`src/hw/rtl/hlcs_pkg.sv`:
```
`default_nettype none
package hlcs_pkg;

  localparam int LAYERS      = 4;
  localparam int STACK_DEPTH = 8;
  localparam int ADDR_BITS   = 32;

  localparam int SLOTS  = LAYERS * STACK_DEPTH;
  localparam int SLOT_W = (SLOTS > 1) ? $clog2(SLOTS) : 1;
  localparam int HW     = $clog2(STACK_DEPTH + 1);
  localparam int LI_W   = (LAYERS > 1) ? $clog2(LAYERS) : 1;

  localparam logic [3:0] KIND_PUSH      = 4'd0;
  localparam logic [3:0] KIND_POP       = 4'd1;
  localparam logic [3:0] KIND_SET_DONE  = 4'd2;
  localparam logic [3:0] KIND_SET_END   = 4'd3;
  localparam logic [3:0] KIND_QUERY     = 4'd4;
  localparam logic [3:0] KIND_DECREMENT = 4'd5;
  localparam logic [3:0] KIND_TRY_END   = 4'd6;
  localparam logic [3:0] KIND_ADVANCE   = 4'd7;
  localparam logic [3:0] KIND_DECODE    = 4'd8;
  localparam logic [3:0] KIND_END_JUMP  = 4'd9;
  localparam logic [3:0] KIND_READ      = 4'd10;

  localparam logic [1:0] STATUS_OK    = 2'd0;
  localparam logic [1:0] STATUS_FULL  = 2'd1;
  localparam logic [1:0] STATUS_EMPTY = 2'd2;

  typedef logic [ADDR_BITS-1:0] addr_t;
  typedef logic [HW-1:0]        height_t;
  typedef logic [SLOT_W-1:0]    slot_t;
  typedef logic [LI_W-1:0]      layer_idx_t;

  typedef struct packed {
    logic [15:0]      count;
    addr_t [2:0]      addr;
    addr_t [2:0]      stride;
    addr_t            loop_start;
    addr_t            end_addr;
    logic             done;
  } ctx_t;

  typedef struct packed {
    logic [3:0]       kind;
    logic [15:0]      count;
    logic [2:0][31:0] base;
    logic [2:0][31:0] stride;
    logic [31:0]      loop_start;
    logic [31:0]      address;
    logic             flag;
  } req_t;

  typedef struct packed {
    ctx_t             top_ctx;
    logic             wr_en;
    logic             answer;
    logic [1:0]       status;
    height_t          h_next;
  } res_t;

  function automatic addr_t zext_addr(logic [31:0] v);
    logic [63:0] w;
    w = {32'b0, v};
    return w[ADDR_BITS-1:0];
  endfunction

  function automatic addr_t sext_addr(logic [31:0] v);
    logic [63:0] w;
    w = {{32{v[31]}}, v};
    return w[ADDR_BITS-1:0];
  endfunction

  function automatic logic [31:0] low32(addr_t a);
    logic [63:0] w;
    w = 64'(a);
    return w[31:0];
  endfunction

  function automatic layer_idx_t layer_idx(logic [1:0] layer);
    logic [63:0] w;
    w = {62'b0, layer};
    return w[LI_W-1:0];
  endfunction

  function automatic slot_t slot_of(layer_idx_t li, height_t pos);
    logic [31:0] s;
    s = 32'(li) * 32'(STACK_DEPTH) + 32'(pos);
    return s[SLOT_W-1:0];
  endfunction

endpackage
`default_nettype wire

```
`src/hw/rtl/hlcs_op_unit.sv`:
```
`default_nettype none
module hlcs_op_unit (
  input  wire hlcs_pkg::req_t    req,
  input  wire hlcs_pkg::height_t h,
  input  wire hlcs_pkg::ctx_t    rd_ctx,
  output hlcs_pkg::res_t         res
);

  hlcs_pkg::addr_t       addr;
  hlcs_pkg::ctx_t        mod_ctx;
  hlcs_pkg::ctx_t        push_ctx;
  logic [15:0]           cnt_dec;
  logic                  h_zero;
  logic                  full;

  assign addr    = hlcs_pkg::zext_addr(req.address);
  assign cnt_dec = rd_ctx.count - 16'd1;
  assign h_zero  = (h == '0);
  assign full    = (h >= hlcs_pkg::HW'(hlcs_pkg::STACK_DEPTH));

  always_comb begin
    push_ctx.count      = req.count;
    for (int g = 0; g < 3; g++) begin
      push_ctx.addr[g]   = hlcs_pkg::zext_addr(req.base[g]);
      push_ctx.stride[g] = hlcs_pkg::sext_addr(req.stride[g]);
    end
    push_ctx.loop_start = hlcs_pkg::zext_addr(req.loop_start);
    push_ctx.end_addr   = '0;
    push_ctx.done       = 1'b0;
  end

  always_comb begin
    mod_ctx        = rd_ctx;
    res.top_ctx    = rd_ctx;
    res.wr_en      = 1'b0;
    res.answer     = 1'b0;
    res.status     = hlcs_pkg::STATUS_OK;
    res.h_next     = h;
    case (req.kind)
      hlcs_pkg::KIND_PUSH: begin
        // an out-of-range layer arrives here with height forced to full
        if (full) begin
          res.status = hlcs_pkg::STATUS_FULL;
        end else begin
          res.top_ctx = push_ctx;
          res.wr_en   = 1'b1;
          res.h_next  = h + hlcs_pkg::HW'(1);
        end
      end
      hlcs_pkg::KIND_POP: begin
        // the read already fetched the entry below the old top
        if (!h_zero) res.h_next = h - hlcs_pkg::HW'(1);
      end
      hlcs_pkg::KIND_QUERY: begin
        res.answer = h_zero ? 1'b1 : rd_ctx.done;
      end
      hlcs_pkg::KIND_DECODE: begin
        res.answer = h_zero || (rd_ctx.end_addr == '0) || (addr <= rd_ctx.end_addr);
      end
      hlcs_pkg::KIND_SET_DONE, hlcs_pkg::KIND_SET_END, hlcs_pkg::KIND_DECREMENT,
      hlcs_pkg::KIND_TRY_END, hlcs_pkg::KIND_ADVANCE, hlcs_pkg::KIND_END_JUMP: begin
        if (h_zero) begin
          res.status = hlcs_pkg::STATUS_EMPTY;
        end else begin
          case (req.kind)
            hlcs_pkg::KIND_SET_DONE: begin
              mod_ctx.done = req.flag;
              res.wr_en    = 1'b1;
            end
            hlcs_pkg::KIND_SET_END: begin
              mod_ctx.end_addr = addr;
              res.wr_en        = 1'b1;
            end
            hlcs_pkg::KIND_DECREMENT: begin
              mod_ctx.count = cnt_dec;
              res.wr_en     = 1'b1;
              res.answer    = (cnt_dec == 16'd0);
            end
            hlcs_pkg::KIND_TRY_END: begin
              if (rd_ctx.end_addr == '0 || rd_ctx.end_addr == addr) begin
                mod_ctx.end_addr = addr;
                res.wr_en        = 1'b1;
                res.answer       = 1'b1;
              end
            end
            hlcs_pkg::KIND_ADVANCE: begin
              for (int g = 0; g < 3; g++) begin
                mod_ctx.addr[g] = rd_ctx.addr[g] + rd_ctx.stride[g];
              end
              res.wr_en = 1'b1;
            end
            default: begin
              res.answer = rd_ctx.done && (addr > rd_ctx.end_addr);
            end
          endcase
          res.top_ctx = mod_ctx;
        end
      end
      default: begin
        // read and unused kinds change nothing
      end
    endcase
  end

endmodule
`default_nettype wire

```
`config.mk`:
```
export PLATFORM = sky130hd
export DESIGN_NAME = hlcs_op_unit
export DESIGN_NICKNAME = d
export VERILOG_FILES = /design/src/hw/rtl/hlcs_pkg.sv /design/src/hw/rtl/hlcs_op_unit.sv
export SDC_FILE = /design/constraint.sdc
export NUM_CORES = 1
export LEC_CHECK = 0
export BUFFER_PORTS_ARGS = -buffer_cell sky130_fd_sc_hd__buf_2
export CORE_AREA = 2 2 329 331
export DETAILED_ROUTE_END_ITERATION = 16
export DIE_AREA = 0 0 331 333
export PLACE_DENSITY = 0.39
export SETUP_SLACK_MARGIN = 0.1
export SLEW_MARGIN = 20
export SYNTH_ARGS = -nofsm -noshare
export SYNTH_HDL_FRONTEND = slang
export SYNTH_SLANG_ARGS = --single-unit
```
`constraint.sdc`:
```
create_clock -name vclk -period 8.3
set_input_delay 1.66 -clock vclk [all_inputs]
set_output_delay 1.66 -clock vclk [all_outputs]
set_load 0.03 [all_outputs]
```
* Word level (Yosys, flattened, before mapping)
Index checks and enable logic that the tools add are counted. W data, S select, Z words.
Cells by class: magnitude comparators 3, reduce and logical (&&, ||, !) cells 11, mux-type cells 19, add/subtract/negate cells 6, equal/unequal tests 10
Operators by type and width (count):
- $pmux W274 S2 | 1
- $mux W275 | 1
- $mux W274 | 1
- $add A32 B32 Y32 | 3
- $mux W96 | 1
- $pmux W32 S2 | 1
- $eq A32 B32 Y1 | 1
- $gt A32 B32 Y1 | 1
- $le A32 B32 Y1 | 1
- $logic_not A32 Y1 | 1
- $mux W32 | 1
- $eq A4 B3 Y1 const B | 4
- $logic_not A16 Y1 | 1
- $mux W16 | 1
- $sub A16 B1 Y16 const B | 1
- $eq A4 B2 Y1 const B | 2
- $eq A4 B4 Y1 const B | 2
- $logic_not A4 Y1 | 2
- $mux W4 | 2
- $pmux W4 S2 | 1
- $pmux W1 S3 | 2
- $reduce_or A6 Y1 | 1
- $add A4 B1 Y4 const B | 1
- $eq A4 B1 Y1 const B | 1
- other kinds (10) | 15
Storage, ports and cells: bits in registers 0

* Logic depth before layout (Yosys ltp)
Gate-level depths: netlist of the first run.
depth after elaboration 6, gate-level depth with buffers 12, depth with buffers taken out 11

* Least setup slack after synthesis of the first run
OpenSTA, ideal clock, no wires.
path kind in2out, start point input rd_ctx[71] (netlist name), end point output res[200] (netlist name), data arrival time 4.578 ns, buffers on the path 0, path slack 2.062 ns, stages on the path 9, path through ha_1 a2111oi_0 a21oi_1 o21ai_1 o21ai_0 a311o_1 a41oi_1 xor2_1 o311ai_0
RTL lines:
- from (decl) | RTL line hlcs_op_unit.sv:5 | input wire hlcs_pkg::ctx_t rd_ctx,
- to (decl) | RTL line hlcs_op_unit.sv:6 | output hlcs_pkg::res_t res

==> flow_metrics.py, run 1 <==
metrics = {
    "sta": {
        "max_slew_margin_pct": 16.2,
        "slew_viol_final": 0,
        "max_freq_ghz": 0.148,
        "hold_viol_final": 0,
        "rsz0062_at_grt": "no",
        "setup_viol": 0,
        "period_minus_slack_ps": 6770,
        "worstMarginPinSlew_ps": 1260,
        "period_share_pct": 81.6,
        "finalSetupTns_ps": 0,
    },
    "power": {
        "p_per_area_nw_per_um2": 92.6,
        "power_uw": 1490,
        "peakVddDrop_uv": 33.3,
        "power_leakage_uw": 0.00773,
    },
    "layout": {
        "nNetsFinal": 2882,
        "drive_above_1_share_pct": 46.5,
        "syn_to_final_growth_pct": 57.4,
        "clock_buffers": 0,
        "n_sequential_cell": 0,
        "seq_area_um2": 0,
        "final_core_util_pct": 15.1,
    },
    "drt": {
        "vias_per_cell": 4.18,
        "remaining_drc_errors": 0,
        "wirelength_mm": 90.5,
        "wl_per_cell_um": 25.0,
        "drt_first_pass_iters": 5,
        "num_vias": 15100,
        "drt_first_iter_violations": 933,
        "ant_nets": 0,
    },
    "synthesis": {
        "yosysTopAreaCell": "ha_1",
        "netlist_area_um2": 10200,
        "synth_area_leaders": "ha_1 16%, mux2_2 14%, o21ai_0 6.2%",
        "yosysSeqAreaShare_pct": 0,
        "syn_nets": 2108,
        "netlist_instances": 1422,
        "syn_avg_cell_area_um2": 7.20,
        "synth_top_area_share_pct": 15.8,
        "synth.distinct_cells": 87,
        "ys_top_cells_by_count": "130 x mux2_2, 129 x ha_1, 127 x o21ai_0",
        "synth_most_common_cell": "mux2_2",
        "ys_warn_count": 0,
    },
    "global_routing": {
        "grt_overflow": 0,
        "grt_pass1_wl_mm": 119,
        "grt_max_degree": 73,
        "grt_pass1_vias": 14700,
        "antenna_found_initial": 59,
        "grt_use_total_pct": 15.3,
    },
    "setup_path": {
        "crit_fanout": 6,
        "worstSetupPathType": "primary input to output port",
        "cp.required_ps": 6640,
        "end_kind": "output port",
        "start_kind": "primary input",
        "cp.arrival_ps": 5110,
    },
    "floorplan": {
        "fp-row-count": 120,
        "die_w_um": 331,
        "die-area_um2": 110000,
        "top_level_ports": 835,
        "core_region_area_um2": 107000,
        "start_util_pct": 9.61,
        "dieHeight_um": 333,
    },
    "placement": {
        "gp_congestion": 0.893,
        "io_buffers": 835,
        "post-dp-hpwl_mm": 82.1,
    },
    "flow_run": {
        "drv_cap": 0,
    },
    "cts": {
        "post_cts_buffers": 0,
        "post_cts_resized": 0,
        "ctsHoldBuffers": 0,
    },
    "status": {
        "status": "finished clean",
    },
    "hold_path": {
        "hold_class": "primary input to output port",
    },
}
metal layers:
metal,track usage (%),vias to the layer above,wire (µm)
met5,0,-,218
met4,1.64,36,1370
met3,3.33,95,6680
met2,26.9,684,43500
met1,19.5,7208,38800
li1,-,7087,-
critical path, stage by stage:
cell       delay, ps
buf_2            110
ha_1             360
a2111oi_0        420
a21oi_1           80
o21ai_1          310
o21ai_0          280
a311o_1          370
a41oi_1          210
xor2_1           600
o211ai_1         140
o311ai_0         230
buf_2            320
kinds of logic (layout without fill, tap and decap cells):
logic type                 count (synthesis)  after routing  share of synthesized area, %
and+or+nand+nor                          337            337                          16.3
xor gates and xnor gates                  77             77                          6.59
muxes                                    135            135                          14.8
other                                      0             21                             0
buffers and inverters                    164            936                          6.46
adders and majority gates                132            132                          16.3
AOI/OAI and AO/OA                        577            577                          39.5
report_power, final:
part,switching [µW],leakage [µW],total (µW),internal (µW)
logic,978,0.00773,1490,514
clock network,0,0.000000133,0.000328,0.000328
registers,0,0,0,0
total,978,0.00773,1490,514
metrics by stage:
stage / worst slack (ps) / hold slack, ps / area [µm²] / instances
floorplan: 2060 / 3520 / 10200 / 1422
global placement: 1120 / 3660 / 16100 / 3597
detailed placement: 1180 / 3660 / 16100 / 3597
CTS: 1170 / 3660 / 16100 / 3597
global route: 1090 / 3690 / 16100 / 3606
finish: 1530 / 3670 / 16100 / 3618
final timing paths:
kind	startpoint	depth (start not counted)	slack, ps	endpoint
hold / removal	req[271]	4	3670	res[279]
setup / recovery	rd_ctx[71]	12	1530	res[200]
area by class of cell:
type	count	area [µm²]
fill	12600	90500
multi-input combinational	1258	9610
tap	1403	1760
antenna	21	52.6
timing repair buffer	855	4390
inverter	81	304
placed cells by master, fill, tap and decap left out, types with 6 or more instances in the layout:
cell type  instances
buf_2            835
mux2_2           130
ha_1             129
o21ai_0          126
a21oi_1          102
nand2_1           87
inv_1             81
nor2_1            81
a22oi_1           71
xnor2_1           47
a21o_1            45
a22o_1            35
nand3_1           30
xor2_1            30
o21ai_1           24
nand4_1           22
diode_2           21
nor4_1            21
nor3_1            19
a221o_1           18
nor2b_1           15
buf_4             15
o21a_1            14
nand2b_1          14
a211oi_1          13
o21bai_1          12
a31oi_1           10
and3_1            10
o31ai_1           10
a222oi_1          10
o211ai_1           9
a221oi_1           6
Power figures use the tool's default switching activity.
==> run 2, diff against run 1 <==
- CORE_AREA: 2 2 329 331 -> 2 2 327 329
- DIE_AREA: 0 0 331 333 -> 0 0 329 331
- PLACE_DENSITY: 0.39 -> 0.4
- clock period: 8.3 -> 6.02 ns (I/O delays scaled with it)
==> run 2 against run 1 <==
  * Global-route usage grew 0.20 points
  * Hold slack lost 920 ps
  * Critical path type unchanged
  * Design area grew 1.2%
  * Clock-buffer cell count is the same
  * Worst setup slack lost 1100 ps
  * Non-clock buffer count grew 23
  * Via count grew 0.11%
==> flow_metrics.py, run 2 (same netlist as run 1, synthesis figures left out) <==
metrics = {
    "drt": {
        "drt_first_pass_iters": 5,
        "wirelength_mm": 90.8,
        "remaining_drc_errors": 0,
        "num_vias": 15100,
        "drt_first_iter_violations": 1167,
        "vias_per_cell": 4.17,
        "ant_nets": 0,
        "wl_per_cell_um": 25.0,
    },
    "layout": {
        "multi_input_area_um2": 9620,
        "clock_buffers": 0,
        "syn_to_final_growth_pct": 59.4,
        "final_cell_mix": "833 x buf_2, 130 x mux2_2, 129 x ha_1, 126 x o21ai_0, 102 x a21oi_1",
        "layoutNonFillerInstCount": 3623,
        "nNetsFinal": 2905,
        "final_common_cell": "buf_2",
        "n_sequential_cell": 0,
        "fill_cells": 12300,
        "seq_area_um2": 0,
        "drive_above_1_share_pct": 47.1,
        "fin_area_um2": 16300,
    },
    "sta": {
        "max_freq_ghz": 0.178,
        "slew_viol_final": 0,
        "holdWs_ps": 2750,
        "period_share_pct": 93.1,
        "fin_ws_ps": 416,
        "rsz0062_at_grt": "no",
        "setup_viol": 0,
        "period_minus_slack_ps": 5600,
        "max_slew_margin_pct": 51.3,
        "worstMarginPinSlew_ps": 730,
        "finalSetupTns_ps": 0,
        "hold_viol_final": 0,
    },
    "global_routing": {
        "antenna_found_initial": 68,
        "grt_overflow": 0,
        "grt_max_degree": 55,
        "grt_pass1_wl_mm": 119,
        "grt_pass1_vias": 14600,
        "grt_use_total_pct": 15.5,
    },
    "setup_path": {
        "end_kind": "output port",
        "cp.required_ps": 4820,
        "slowest_stage": "fa_1",
        "slowest_delay_ps": 450,
        "crit_fanout": 6,
        "start_kind": "primary input",
        "crit_chain": "buf_2, ha_1, fa_1, a21o_1, a21o_2, a2111oi_2, o21bai_2, a41oi_2, o31a_2, o311ai_1, mux2i_1, o21ai_1, buf_2",
        "cp_num_buf_inv": 2,
        "cp_common_cell": "buf_2",
        "cp.arrival_ps": 4400,
        "worstSetupPathType": "primary input to output port",
        "cp_top_family": "compound AO/OA/AOI/OAI gates",
    },
    "floorplan": {
        "fp-row-count": 119,
        "die-area_um2": 109000,
        "dieHeight_um": 331,
        "core_region_area_um2": 105000,
        "top_level_ports": 835,
        "die_w_um": 329,
        "start_util_pct": 9.76,
    },
    "flow_run": {
        "drv_cap": 0,
    },
    "hold_path": {
        "hold_depth": 4,
        "min_to": "res[279]",
        "hold_start": "req[271]",
        "hold_class": "primary input to output port",
    },
    "placement": {
        "placed_area_um2": 16300,
        "pre_cts_ws_ps": 138,
        "io_buffers": 835,
        "place_inst": 3608,
        "post-dp-hpwl_mm": 82.6,
        "gp_congestion": 0.906,
    },
    "status": {
        "status": "finished clean",
    },
    "power": {
        "p_per_area_nw_per_um2": 127,
        "power_leakage_uw": 0.00787,
        "peakVddDrop_uv": 44.4,
    },
    "cts": {
        "post_cts_buffers": 0,
    },
}
## run 2: layout make-up
cell class                 count  share of cell area (%)
tap                         1391                    10.7
antenna                       15                   0.230
multi-input combinational   1258                    58.9
inverter                      81                    1.86
timing repair buffer         878                    28.3
## run 2: worst max path at each step
stage                           start  endpoint  slack [ps]  cells after the start
after floorplan            rd_ctx[71]  res[200]         690                      9
after global placement    rd_ctx[193]  res[231]         150                     14
after detailed placement  rd_ctx[193]  res[231]         140                     14
after CTS                  rd_ctx[99]  res[232]         260                     12
after global routing       rd_ctx[99]  res[232]         180                     12
final                     rd_ctx[129]  res[261]         420                     13
## run 2: report_power, final
group          leakage [µW]  total (µW)  switching [µW]  internal [µW]
clock          0.0000000978    0.000311               0       0.000311
sequential                0           0               0              0
combinational       0.00787        2080            1350            732
total               0.00787        2080            1350            732
## run 2: metrics by stage
step,util [%],total power [µW]
global placement,15.5,2110
CTS,15.5,2110
detailed placement,15.5,2110
finish,15.5,2080
global route,15.5,2240
floorplan,-,1220
## run 2: layer usage
layer | track usage, % | routed length, µm
met1 | 19.0 | 36600
met2 | 27.8 | 44600
met3 | 4.35 | 8360
met4 | 1.02 | 896
met5 | 0 | 371
## run 2: timing repair
item / in CTS / in global routing
setup endpoints to repair: 1 / 1
hold buffers: 0 / 0
gates resized for setup: 1 / 1
